===== config.mk =====
export PLATFORM = sky130hd
export DESIGN_NAME = indexed_list_store
export DESIGN_NICKNAME = d
export VERILOG_FILES = /design/src/design/ils_pkg.sv /design/src/design/ils_ram.sv /design/src/design/indexed_list_store.sv
export SDC_FILE = /design/constraint.sdc
export NUM_CORES = 2
export LEC_CHECK = 0
export BUFFER_PORTS_ARGS = -buffer_cell sky130_fd_sc_hd__clkbuf_2
export CORE_MARGIN = 4
export CORE_UTILIZATION = 61
export DETAILED_ROUTE_END_ITERATION = 8
export GPL_ROUTABILITY_DRIVEN = 0
export PLACE_DENSITY = 0.79
export SYNTH_ARGS = -nofsm -noshare
export SYNTH_HDL_FRONTEND = slang
export SYNTH_HIERARCHICAL = 1
export SYNTH_SLANG_ARGS = --single-unit

===== constraint.sdc =====
create_clock -name aclk -period 6.2 [get_ports aclk]
set_input_delay 0.62 -clock aclk [delete_from_list [all_inputs] [get_ports aclk]]
set_output_delay 0.62 -clock aclk [all_outputs]
set_load 0.01 [all_outputs]

===== src/design/ils_pkg.sv =====
`timescale 1ns / 1ps
// ils_pkg: opcode and status codes and field widths for the indexed list store
// no dependencies; used by indexed_list_store
package ils_pkg;

    // field widths
    localparam int OPCODE_W   = 2;
    localparam int POSITION_W = 16;
    localparam int VALUE_W    = 32;
    localparam int STATUS_W   = 2;
    localparam int COUNT_OUT_W = 7;

    typedef logic [OPCODE_W-1:0] opcode_t;
    typedef logic [STATUS_W-1:0] status_t;

    // request opcodes
    localparam opcode_t OP_READ   = 2'd0;
    localparam opcode_t OP_INSERT = 2'd1;
    localparam opcode_t OP_REMOVE = 2'd2;

    // result status codes
    localparam status_t ST_OK    = 2'd0;
    localparam status_t ST_EMPTY = 2'd1;
    localparam status_t ST_FULL  = 2'd2;

endpackage


===== src/design/ils_ram.sv =====
`timescale 1ns / 1ps
// ils_ram: generic simple dual-port ram, one write and one registered read port
// no dependencies
module ils_ram #(
    parameter int WIDTH = 32,
    parameter int DEPTH = 64
) (
    input  logic                     aclk,
    input  logic                     we,
    input  logic [$clog2(DEPTH)-1:0] waddr,
    input  logic [WIDTH-1:0]         wdata,
    input  logic [$clog2(DEPTH)-1:0] raddr,
    output logic [WIDTH-1:0]         rdata
);

    logic [WIDTH-1:0] mem [DEPTH];

    // write port and registered read port
    always_ff @(posedge aclk) begin
        if (we) begin
            mem[waddr] <= wdata;
        end
        rdata <= mem[raddr];
    end

endmodule


===== src/design/indexed_list_store.sv =====
`timescale 1ns / 1ps
// indexed_list_store: position-addressed ordered store of signed 32-bit values
// depends on ils_pkg and ils_ram

// An ordered list of up to DEPTH values, held in one simple dual-port ram
// (one write, one registered read a cycle). Each transaction reads, inserts or
// removes at a position clamped into 0..count-1, and gives one result with the
// value, a status and the entry count afterwards. One request is handled at a
// time; s_ready is high only between requests, while a finished result may
// still wait on m_ready. Insert and remove move entries through the ram one
// at a time, each move a read followed by a write; refused, empty and
// unused-code requests go straight to the result. Ram contents are not cleared
// after reset; only written entries are ever read.
module indexed_list_store #(
    parameter int DEPTH = 64
) (
    input  logic                                aclk,
    input  logic                                aresetn,
    input  logic                                s_valid,
    output logic                                s_ready,
    input  ils_pkg::opcode_t                    s_opcode,
    input  logic signed [ils_pkg::POSITION_W-1:0] s_position,
    input  logic signed [ils_pkg::VALUE_W-1:0]  s_item_value,
    output logic                                m_valid,
    input  logic                                m_ready,
    output logic signed [ils_pkg::VALUE_W-1:0]  m_read_value,
    output ils_pkg::status_t                    m_status,
    output logic [ils_pkg::COUNT_OUT_W-1:0]     m_entry_count
);
    import ils_pkg::*;

    localparam int ADDR_W = $clog2(DEPTH);
    localparam int CNT_W  = $clog2(DEPTH + 1);
    localparam int CMP_W  = (CNT_W + 1 > POSITION_W + 1) ? CNT_W + 1 : POSITION_W + 1;

    // sequencer states
    localparam logic [2:0] S_IDLE  = 3'd0;
    localparam logic [2:0] S_RD    = 3'd1;
    localparam logic [2:0] S_RDCAP = 3'd2;
    localparam logic [2:0] S_SHRD  = 3'd3;
    localparam logic [2:0] S_SHWR  = 3'd4;
    localparam logic [2:0] S_INSWR = 3'd5;
    localparam logic [2:0] S_DONE  = 3'd6;

    logic [2:0]         state_reg, state_next;
    opcode_t            op_reg, op_next;
    logic [ADDR_W-1:0]  pos_reg, pos_next;
    logic [ADDR_W-1:0]  idx_reg, idx_next;
    logic               dir_reg, dir_next;
    logic [VALUE_W-1:0] val_reg, val_next;
    logic [VALUE_W-1:0] res_reg, res_next;
    status_t            status_reg, status_next;
    logic [CNT_W-1:0]   count_reg, count_next;

    logic                   m_valid_reg, m_valid_next;
    logic [VALUE_W-1:0]     m_value_reg, m_value_next;
    status_t                m_status_reg, m_status_next;
    logic [COUNT_OUT_W-1:0] m_count_reg, m_count_next;

    logic                   accept;
    logic                   out_load;
    logic signed [CMP_W-1:0] pos_ext, cnt_ext, clamp_val;
    logic [ADDR_W-1:0]      pos_clamped;
    logic [CNT_W:0]         idx_plus2, pos_plus1, count_ext;
    logic [ADDR_W-1:0]      src_addr;
    logic [CNT_W+COUNT_OUT_W-1:0] cnt_wide;

    logic               ram_we;
    logic [ADDR_W-1:0]  ram_waddr, ram_raddr;
    logic [VALUE_W-1:0] ram_wdata, ram_rdata;

    ils_ram #(
        .WIDTH(VALUE_W),
        .DEPTH(DEPTH)
    ) u_ram (
        .aclk  (aclk),
        .we    (ram_we),
        .waddr (ram_waddr),
        .wdata (ram_wdata),
        .raddr (ram_raddr),
        .rdata (ram_rdata)
    );

    assign s_ready  = (state_reg == S_IDLE);
    assign accept   = s_valid && s_ready;
    assign out_load = (state_reg == S_DONE) && (!m_valid_reg || m_ready);

    // position clamp into 0..count-1
    always_comb begin
        pos_ext = {{(CMP_W - POSITION_W){s_position[POSITION_W-1]}}, s_position};
        cnt_ext = $signed({{(CMP_W - CNT_W){1'b0}}, count_reg});
        clamp_val = pos_ext;
        if (pos_ext >= cnt_ext) begin
            clamp_val = cnt_ext - CMP_W'(1);
        end
        if (clamp_val < 0) begin
            clamp_val = '0;
        end
        pos_clamped = clamp_val[ADDR_W-1:0];
    end

    // address arithmetic for the shift loop
    assign idx_plus2 = {{(CNT_W + 1 - ADDR_W){1'b0}}, idx_reg} + (CNT_W + 1)'(2);
    assign pos_plus1 = {{(CNT_W + 1 - ADDR_W){1'b0}}, pos_reg} + (CNT_W + 1)'(1);
    assign count_ext = {1'b0, count_reg};
    assign src_addr  = dir_reg ? (idx_reg - ADDR_W'(1)) : (idx_reg + ADDR_W'(1));

    // ram port control
    always_comb begin
        ram_we    = 1'b0;
        ram_waddr = idx_reg;
        ram_wdata = ram_rdata;
        ram_raddr = pos_reg;
        case (state_reg)
            S_SHRD: begin
                ram_raddr = src_addr;
            end
            S_SHWR: begin
                ram_we = 1'b1;
            end
            S_INSWR: begin
                ram_we    = 1'b1;
                ram_waddr = pos_reg;
                ram_wdata = val_reg;
            end
            default: begin
                ram_raddr = pos_reg;
            end
        endcase
    end

    // sequencer
    always_comb begin
        state_next  = state_reg;
        op_next     = op_reg;
        pos_next    = pos_reg;
        idx_next    = idx_reg;
        dir_next    = dir_reg;
        val_next    = val_reg;
        res_next    = res_reg;
        status_next = status_reg;
        count_next  = count_reg;
        case (state_reg)
            S_IDLE: begin
                if (accept) begin
                    op_next     = s_opcode;
                    pos_next    = pos_clamped;
                    val_next    = s_item_value;
                    res_next    = '0;
                    status_next = ST_OK;
                    idx_next    = count_reg[ADDR_W-1:0];
                    dir_next    = 1'b1;
                    state_next  = S_DONE;
                    if (s_opcode == OP_READ || s_opcode == OP_REMOVE) begin
                        if (count_reg == '0) begin
                            status_next = ST_EMPTY;
                        end else begin
                            state_next = S_RD;
                        end
                    end else if (s_opcode == OP_INSERT) begin
                        if (count_reg == CNT_W'(DEPTH)) begin
                            status_next = ST_FULL;
                        end else if (count_reg[ADDR_W-1:0] > pos_clamped) begin
                            state_next = S_SHRD;
                        end else begin
                            state_next = S_INSWR;
                        end
                    end
                end
            end
            S_RD: begin
                state_next = S_RDCAP;
            end
            S_RDCAP: begin
                res_next   = ram_rdata;
                idx_next   = pos_reg;
                dir_next   = 1'b0;
                state_next = S_DONE;
                if (op_reg == OP_REMOVE && pos_plus1 < count_ext) begin
                    state_next = S_SHRD;
                end
            end
            S_SHRD: begin
                state_next = S_SHWR;
            end
            S_SHWR: begin
                if (dir_reg) begin
                    idx_next   = idx_reg - ADDR_W'(1);
                    state_next = ((idx_reg - ADDR_W'(1)) > pos_reg) ? S_SHRD : S_INSWR;
                end else begin
                    idx_next   = idx_reg + ADDR_W'(1);
                    state_next = (idx_plus2 < count_ext) ? S_SHRD : S_DONE;
                end
            end
            S_INSWR: begin
                state_next = S_DONE;
            end
            S_DONE: begin
                if (out_load) begin
                    state_next = S_IDLE;
                    if (status_reg == ST_OK && op_reg == OP_INSERT) begin
                        count_next = count_reg + CNT_W'(1);
                    end else if (status_reg == ST_OK && op_reg == OP_REMOVE) begin
                        count_next = count_reg - CNT_W'(1);
                    end
                end
            end
            default: begin
                state_next = S_IDLE;
            end
        endcase
    end

    // output register
    assign cnt_wide = (CNT_W + COUNT_OUT_W)'(count_next);

    always_comb begin
        m_valid_next  = m_valid_reg;
        m_value_next  = m_value_reg;
        m_status_next = m_status_reg;
        m_count_next  = m_count_reg;
        if (out_load) begin
            m_valid_next  = 1'b1;
            m_value_next  = res_reg;
            m_status_next = status_reg;
            m_count_next  = cnt_wide[COUNT_OUT_W-1:0];
        end else if (m_ready) begin
            m_valid_next = 1'b0;
        end
    end

    always_ff @(posedge aclk) begin
        if (!aresetn) begin
            state_reg   <= S_IDLE;
            count_reg   <= '0;
            m_valid_reg <= 1'b0;
        end else begin
            state_reg   <= state_next;
            count_reg   <= count_next;
            m_valid_reg <= m_valid_next;
        end
    end

    always_ff @(posedge aclk) begin
        op_reg       <= op_next;
        pos_reg      <= pos_next;
        idx_reg      <= idx_next;
        dir_reg      <= dir_next;
        val_reg      <= val_next;
        res_reg      <= res_next;
        status_reg   <= status_next;
        m_value_reg  <= m_value_next;
        m_status_reg <= m_status_next;
        m_count_reg  <= m_count_next;
    end

    assign m_valid       = m_valid_reg;
    assign m_read_value  = m_value_reg;
    assign m_status      = m_status_reg;
    assign m_entry_count = m_count_reg;

`ifndef SYNTHESIS
    // fill count never passes capacity
    assert property (@(posedge aclk) disable iff (!aresetn)
        count_reg <= CNT_W'(DEPTH))
        else $error("fill count above capacity");

    // the count only moves when a result is loaded
    assert property (@(posedge aclk) disable iff (!aresetn)
        !$stable(count_reg) |-> $past(out_load))
        else $error("fill count changed outside result load");

    // an empty report carries a zero value and a zero count
    assert property (@(posedge aclk) disable iff (!aresetn)
        (m_valid && m_status == ST_EMPTY) |-> (m_read_value == '0 && m_entry_count == '0))
        else $error("empty result with nonzero value or count");

    // a refused insert reports a full store
    assert property (@(posedge aclk) disable iff (!aresetn)
        (m_valid && m_status == ST_FULL) |-> (m_entry_count == COUNT_OUT_W'(DEPTH)))
        else $error("full status with wrong count");

    // ram writes stay below the fill count plus one
    assert property (@(posedge aclk) disable iff (!aresetn)
        ram_we |-> ({{(CNT_W + 1 - ADDR_W){1'b0}}, ram_waddr} <= count_ext))
        else $error("ram write beyond list end");
`endif

endmodule


; ---- Yosys cells after proc, flatten, opt, wreduce, memory -nomap -nowiden
; Memory sizes are Yosys's and may differ from the RTL's. A register that Yosys moved wholly into a read port is not among the register bits.
; Cells that the tools add are included.
[op_classes]
eq_ne = 13
shifts = 0
n_mul = 0
bitwise_logic = 0
muxes = 37
magnitude_cmp = 6
n_addsub = 7
n_reduce_logical = 20
n_div = 0
[ops]
columns = cell, n
row1 = 32-bit two-way mux, 2
row2 = 32-bit case mux with 2 select lines, 1
row3 = 3-bit two-way mux, 11
row4 = 6-bit two-way mux, 5
row5 = 7-bit two-way mux, 4
row6 = 3-bit case mux with 7 select lines, 1
row7 = 6-bit case mux with 3 select lines, 1
row8 = "17-bit by 1-bit less-than comparator with 1-bit output, second input constant", 1
row9 = 17-bit two-way mux, 1
row10 = 16-bit by 8-bit greater-or-equal comparator with 1-bit output, 1
row11 = 7-bit less-than comparator, 2
row12 = 6-bit greater-than comparator, 2
row13 = "3-bit == test, second input constant", 3
row14 = 2-bit AND reduction, 4
row15 = "7-bit by 1-bit subtractor with 8-bit output, second input constant", 1
row16 = "6-bit by 1-bit adder with 7-bit output, second input constant", 1
row17 = "6-bit by 2-bit adder with 7-bit output, second input constant", 1
row18 = "7-bit by 1-bit adder with 7-bit output, second input constant", 1
row19 = "7-bit == test, second input constant", 1
row20 = 7-bit zero test, 1
row21 = 1-bit two-way mux, 7
row22 = "7-bit by 1-bit subtractor with 7-bit output, second input constant", 1
row23 = "6-bit by 1-bit adder with 6-bit output, second input constant", 1
row24 = "3-bit by 2-bit == test with 1-bit output, second input constant", 2
row25 = other kinds (16), 27
[word_totals]
romBits = 0
register_bits = 133
latchBits = 0
output_inout_bits = 43
n_memories = 1
mem_bits_rw = 2048
in_bits = 54
elab_cells = 97
[memory_table]
columns = memory, depth, width, read_ports, rd_ports_with_merged_regs, write_ports, line
row1 = u_ram.mem, 64, 32, 1, 1, 1, ils_ram.sv:16  ; logic [WIDTH-1:0] mem [DEPTH];

; ---- Depth between registers and ports, before layout
[logic_depth]
depth_word = 11
mapped_depth = 16
ltp_nobuf = 15

; ---- Cells and area by module
; The synthesis kept the hierarchy.
[modules_own_cells]
columns = module, area_each_um2, n_inst, cells_each, seq_area_each_um2
row1 = ils_ram, 78515.3, 1, 3324, 62139.6
row2 = indexed_list_store, 6765.2, 1, 520, 3883.7

; ---- Worst setup path before layout
; OpenSTA, ideal clock, no wires.
[synth_timing]
kind = flip-flop to flip-flop
startpoint = register state_reg[2]
endpoint = memory u_ram.mem[48][0] (enable)
path_slack_ns = 1.646
arrival_ns = 4.093
t_required_ns = 5.739
setup_time_ns = 0.461
n_path_buf = 3
synth_period_minus_slack_ns = 4.554
stages_incl_launch_ff = 11
path_cell_list = dfxtp_1 -> buf_2 -> nor2b_1 -> nand2_1 -> clkbuf_1 -> nand2_1 -> o21ai_0 -> clkbuf_1 -> nor2b_1 -> nand4b_1 -> nor3_1
[synth_via]
elab_chain_len = 5
word_cells_on_any_way = 7
cone_classes = eq/ne: 2 / mux: 4 / reduce/logical: 1
[synth_lines]
columns = element, line
row1 = "start, declared", indexed_list_store.sv:45  ; logic [2:0] state_reg, state_next;
row2 = "start signal, assigned", indexed_list_store.sv:238  ; state_reg <= state_next;
row3 = 3-bit == test, indexed_list_store.sv:114  ; case (state_reg)
row4 = 2-bit OR reduction (no source line) *, --
row5 = 1-bit two-way mux *, indexed_list_store.sv:114
row6 = net ram_we, indexed_list_store.sv:68  ; logic ram_we;
row7 = 1-bit two-way mux *, ils_ram.sv:20  ; if (we) begin
row8 = 1-bit two-way mux (not written as such) *, ils_ram.sv:21  ; mem[waddr] <= wdata;
row9 = "end, declared", ils_ram.sv:16
; Mark *: on every way through the listed nets, which the timed path passes. The rest lies on a longest branch.

; ---- Worst setup path after layout
[layout_timing]
startpoint = register state_reg[1]
endpoint = register u_ram.rdata[6] (read register of u_ram.mem)
[layout_via]
elab_chain_len = 2
[layout_lines]
columns = element, line
row1 = 3-bit by 2-bit == test with 1-bit output, indexed_list_store.sv:114
row2 = 6-bit two-way mux, indexed_list_store.sv:114
row3 = net ram_raddr[1], indexed_list_store.sv:69  ; logic [ADDR_W-1:0] ram_waddr, ram_raddr;
row4 = "end, declared", ils_ram.sv:13  ; output logic [WIDTH-1:0] rdata
; The timed path passes the listed nets, and every way through them passes these cells.
; A chain may end at the register's enable or synchronous reset.

==> qor.csv <==
metric,value,unit
Core Footprint,0.138,sq mm
Final WS setup,1350,ps
Die X,382,um
layout cells sized above 1,28.0,%
run status,"complete, no violations",
Worst setup SP type,flip-flop,
RSZ-0062 raised after global routing,false,
GR Overflow Total,0,
"Hold Vio Cnt, Final",0,
cells after synthesis,3844,
most frequent cells in the layout,"2170 x edfxtp_1, 544 x mux4_2, 209 x clkbuf_16, 116 x buf_4, 98 x mux2i_1",
Syn Nets,3938,
register area share after synthesis,77.4,%
largest net degree at the start of global routing,90,
"commonest non-fill, non-tap cell in the layout",edfxtp_1,
placed cell area,0.0888,sq mm
"CTS clk-pin slew, worst paths",70,ps
post-synthesis adder-cell area fraction,0.587,%
Clock Path Buffers,3,
Clock Latency Late Sink,840,ps
Maximum Capacitance Violations,0,
clk sinks,2213,
Fin Setup TNS,0,ps
Synth Area in XOR/XNOR,0.226,%
vias,43800,
routed len/inst,36.7,um
I/O Buffers,96,
nets@finish,4202,
hold crit path type,input pin to flip-flop,
I/O Pins,97,
Yosys cell types,65,
post-DP HPWL,121000,um
H-tree depth,4,
CTS Buf Count,206,
initial antenna violation count,10,
final instance area,0.0958,sq mm
skew final,28.7,ps
area grow syn2layout,12.3,%
die height,382,um
First-pass DRT Iterations,6,
Post-CTS Setup Bufs,0,
Iteration-0 DRC Markers,7099,
WHS,64.9,ps
setup violation total in the final timing report,0,
peak supply drop,0.000380,V
total die area,0.146,sq mm
#FFs+latches synth,2213,
Slew headroom,4.87,%
Compound-Gate Fraction of Synth Area,2.20,%
Setup Slack @ Placement,1590,ps
clock root buffer,clkbuf_16,
DRC viols,0,
number of flops mapped to enable cells by yosys,2170,
vias in the first global route,43700,
total track usage,31.5,%
largest family of logic cells by synthesized area,multiplexers,
Worst Path Required,6890,ps
P_leak,30.0,nW
CP max FO,34,
max FFs per register,2048,
Routed Antenna Nets,0,
first-pass GRT wire length,326000,um
Critical Path AT,5540,ps
mux contribution to synthesized area,16.1,%
Power Density,448,mW/mm^2
slew of the pin with the lowest slew margin,1420,ps
WS Path Type,flip-flop to flip-flop,
final WL,226000,um
Post-Syn Area per Cell,22.2,sq um
YS warnings,6,
Std-Cell Rows,136,
top_reg_cell synth,edfxtp_1,
Top reg by flops,u_ram/mem,
Max Clk Rate,206,MHz
Starting Density,61.7,%
CP endpoint kind,flip-flop,
Post-Synth Simple-Gate Area,2.22,%
Mapped Area,0.0853,sq mm
fin. max-slew vios,0,
Period minus WS final,4850,ps
TritonCTS clock tree,yes,
fraction of registers with async set/reset,0,%
fin crit share,78.2,%
DR vias/cell,7.10,
## final timing paths
kind	start	to	slack, ps	depth (start not counted)
hold / removal	s_opcode[0]	op_reg[0]	60	1
hold reg to reg	res_reg[5]	m_read_value[5]	420	0
setup / recovery	state_reg[1]	u_ram/rdata[6]	1350	8
setup reg to reg	state_reg[1]	u_ram/rdata[6]	1350	8
## timing repair
item | in CTS | in global routing
hold buffers | 33 | 0
gates resized for setup | 0 | 0
hold endpoints to repair | 33 | 0
## cell type report
type                    count  area (sq um)
diodes                     11          27.5
clock buffers             260          5560
clock inverters           128          1090
fillers                  7662         42400
inverters                  21          78.8
multi-input cells        1407         18700
flip-flops and latches   2213         66000
well taps                1863          2330
repair buffers            259          1960
## cells in the mapped netlist, types with 18 or more instances
library cell / count / area, sq um
a21oi_1: 78 / 390
a22oi_1: 18 / 135
and2_1: 42 / 263
buf_1: 21 / 78.8
buf_2: 62 / 310
buf_4: 25 / 188
clkbuf_1: 89 / 334
dfxtp_1: 43 / 861
edfxtp_1: 2170 / 65200
ha_1: 40 / 500
inv_1: 21 / 78.8
mux2_2: 37 / 417
mux2i_1: 98 / 981
mux4_2: 544 / 12300
nand2_1: 49 / 184
nand2b_1: 20 / 125
nand3_1: 20 / 100
nor2_1: 156 / 586
nor2b_1: 26 / 163
nor3_1: 18 / 90.1
o221ai_1: 30 / 263
o22ai_1: 88 / 551
## kinds of logic (layout without fill, tap and decap cells)
kind of cell	after synthesis	after routing
XOR/XNOR	22	22
AO/OA/AOI/OAI	282	282
adder cells (fa/ha/maj)	40	40
other	0	11
multiplexers	684	684
AND/OR/NAND/NOR	379	379
buffers and inverters	224	668
flip-flops	2213	2213
## routing by layer
layer	GRT usage [%]	share of wire [%]
met1	41.9	33
met2	49.2	48
met3	7.58	12
met4	16.7	6.5
met5	0	0.028
## power by group
group	internal [W]	total [W]	switching, W
sequential	0.0195	0.0201	0.000590
clock	0.00696	0.0125	0.00555
combinational	0.00336	0.0103	0.00699
total	0.0298	0.0429	0.0131
## per-stage QoR
step                power [W]  util, %  instances
floorplan              0.0262        -       3844
global placement       0.0299     64.3       5730
detailed placement     0.0303     64.3       5730
CTS                    0.0429     69.3       6151
global route           0.0442     69.3       6152
finish                 0.0429     69.3       6162
## worst max-delay path, stage by stage, from the launching register on
cell	delay, ps
dfxtp_1	490
nor2b_1	280
nand2_1	420
o21ai_4	1070
buf_4	590
mux4_2	440
mux4_2	550
o22ai_1	670
nor2_1	140
No activity file was read; power rests on OpenSTA's default activity.
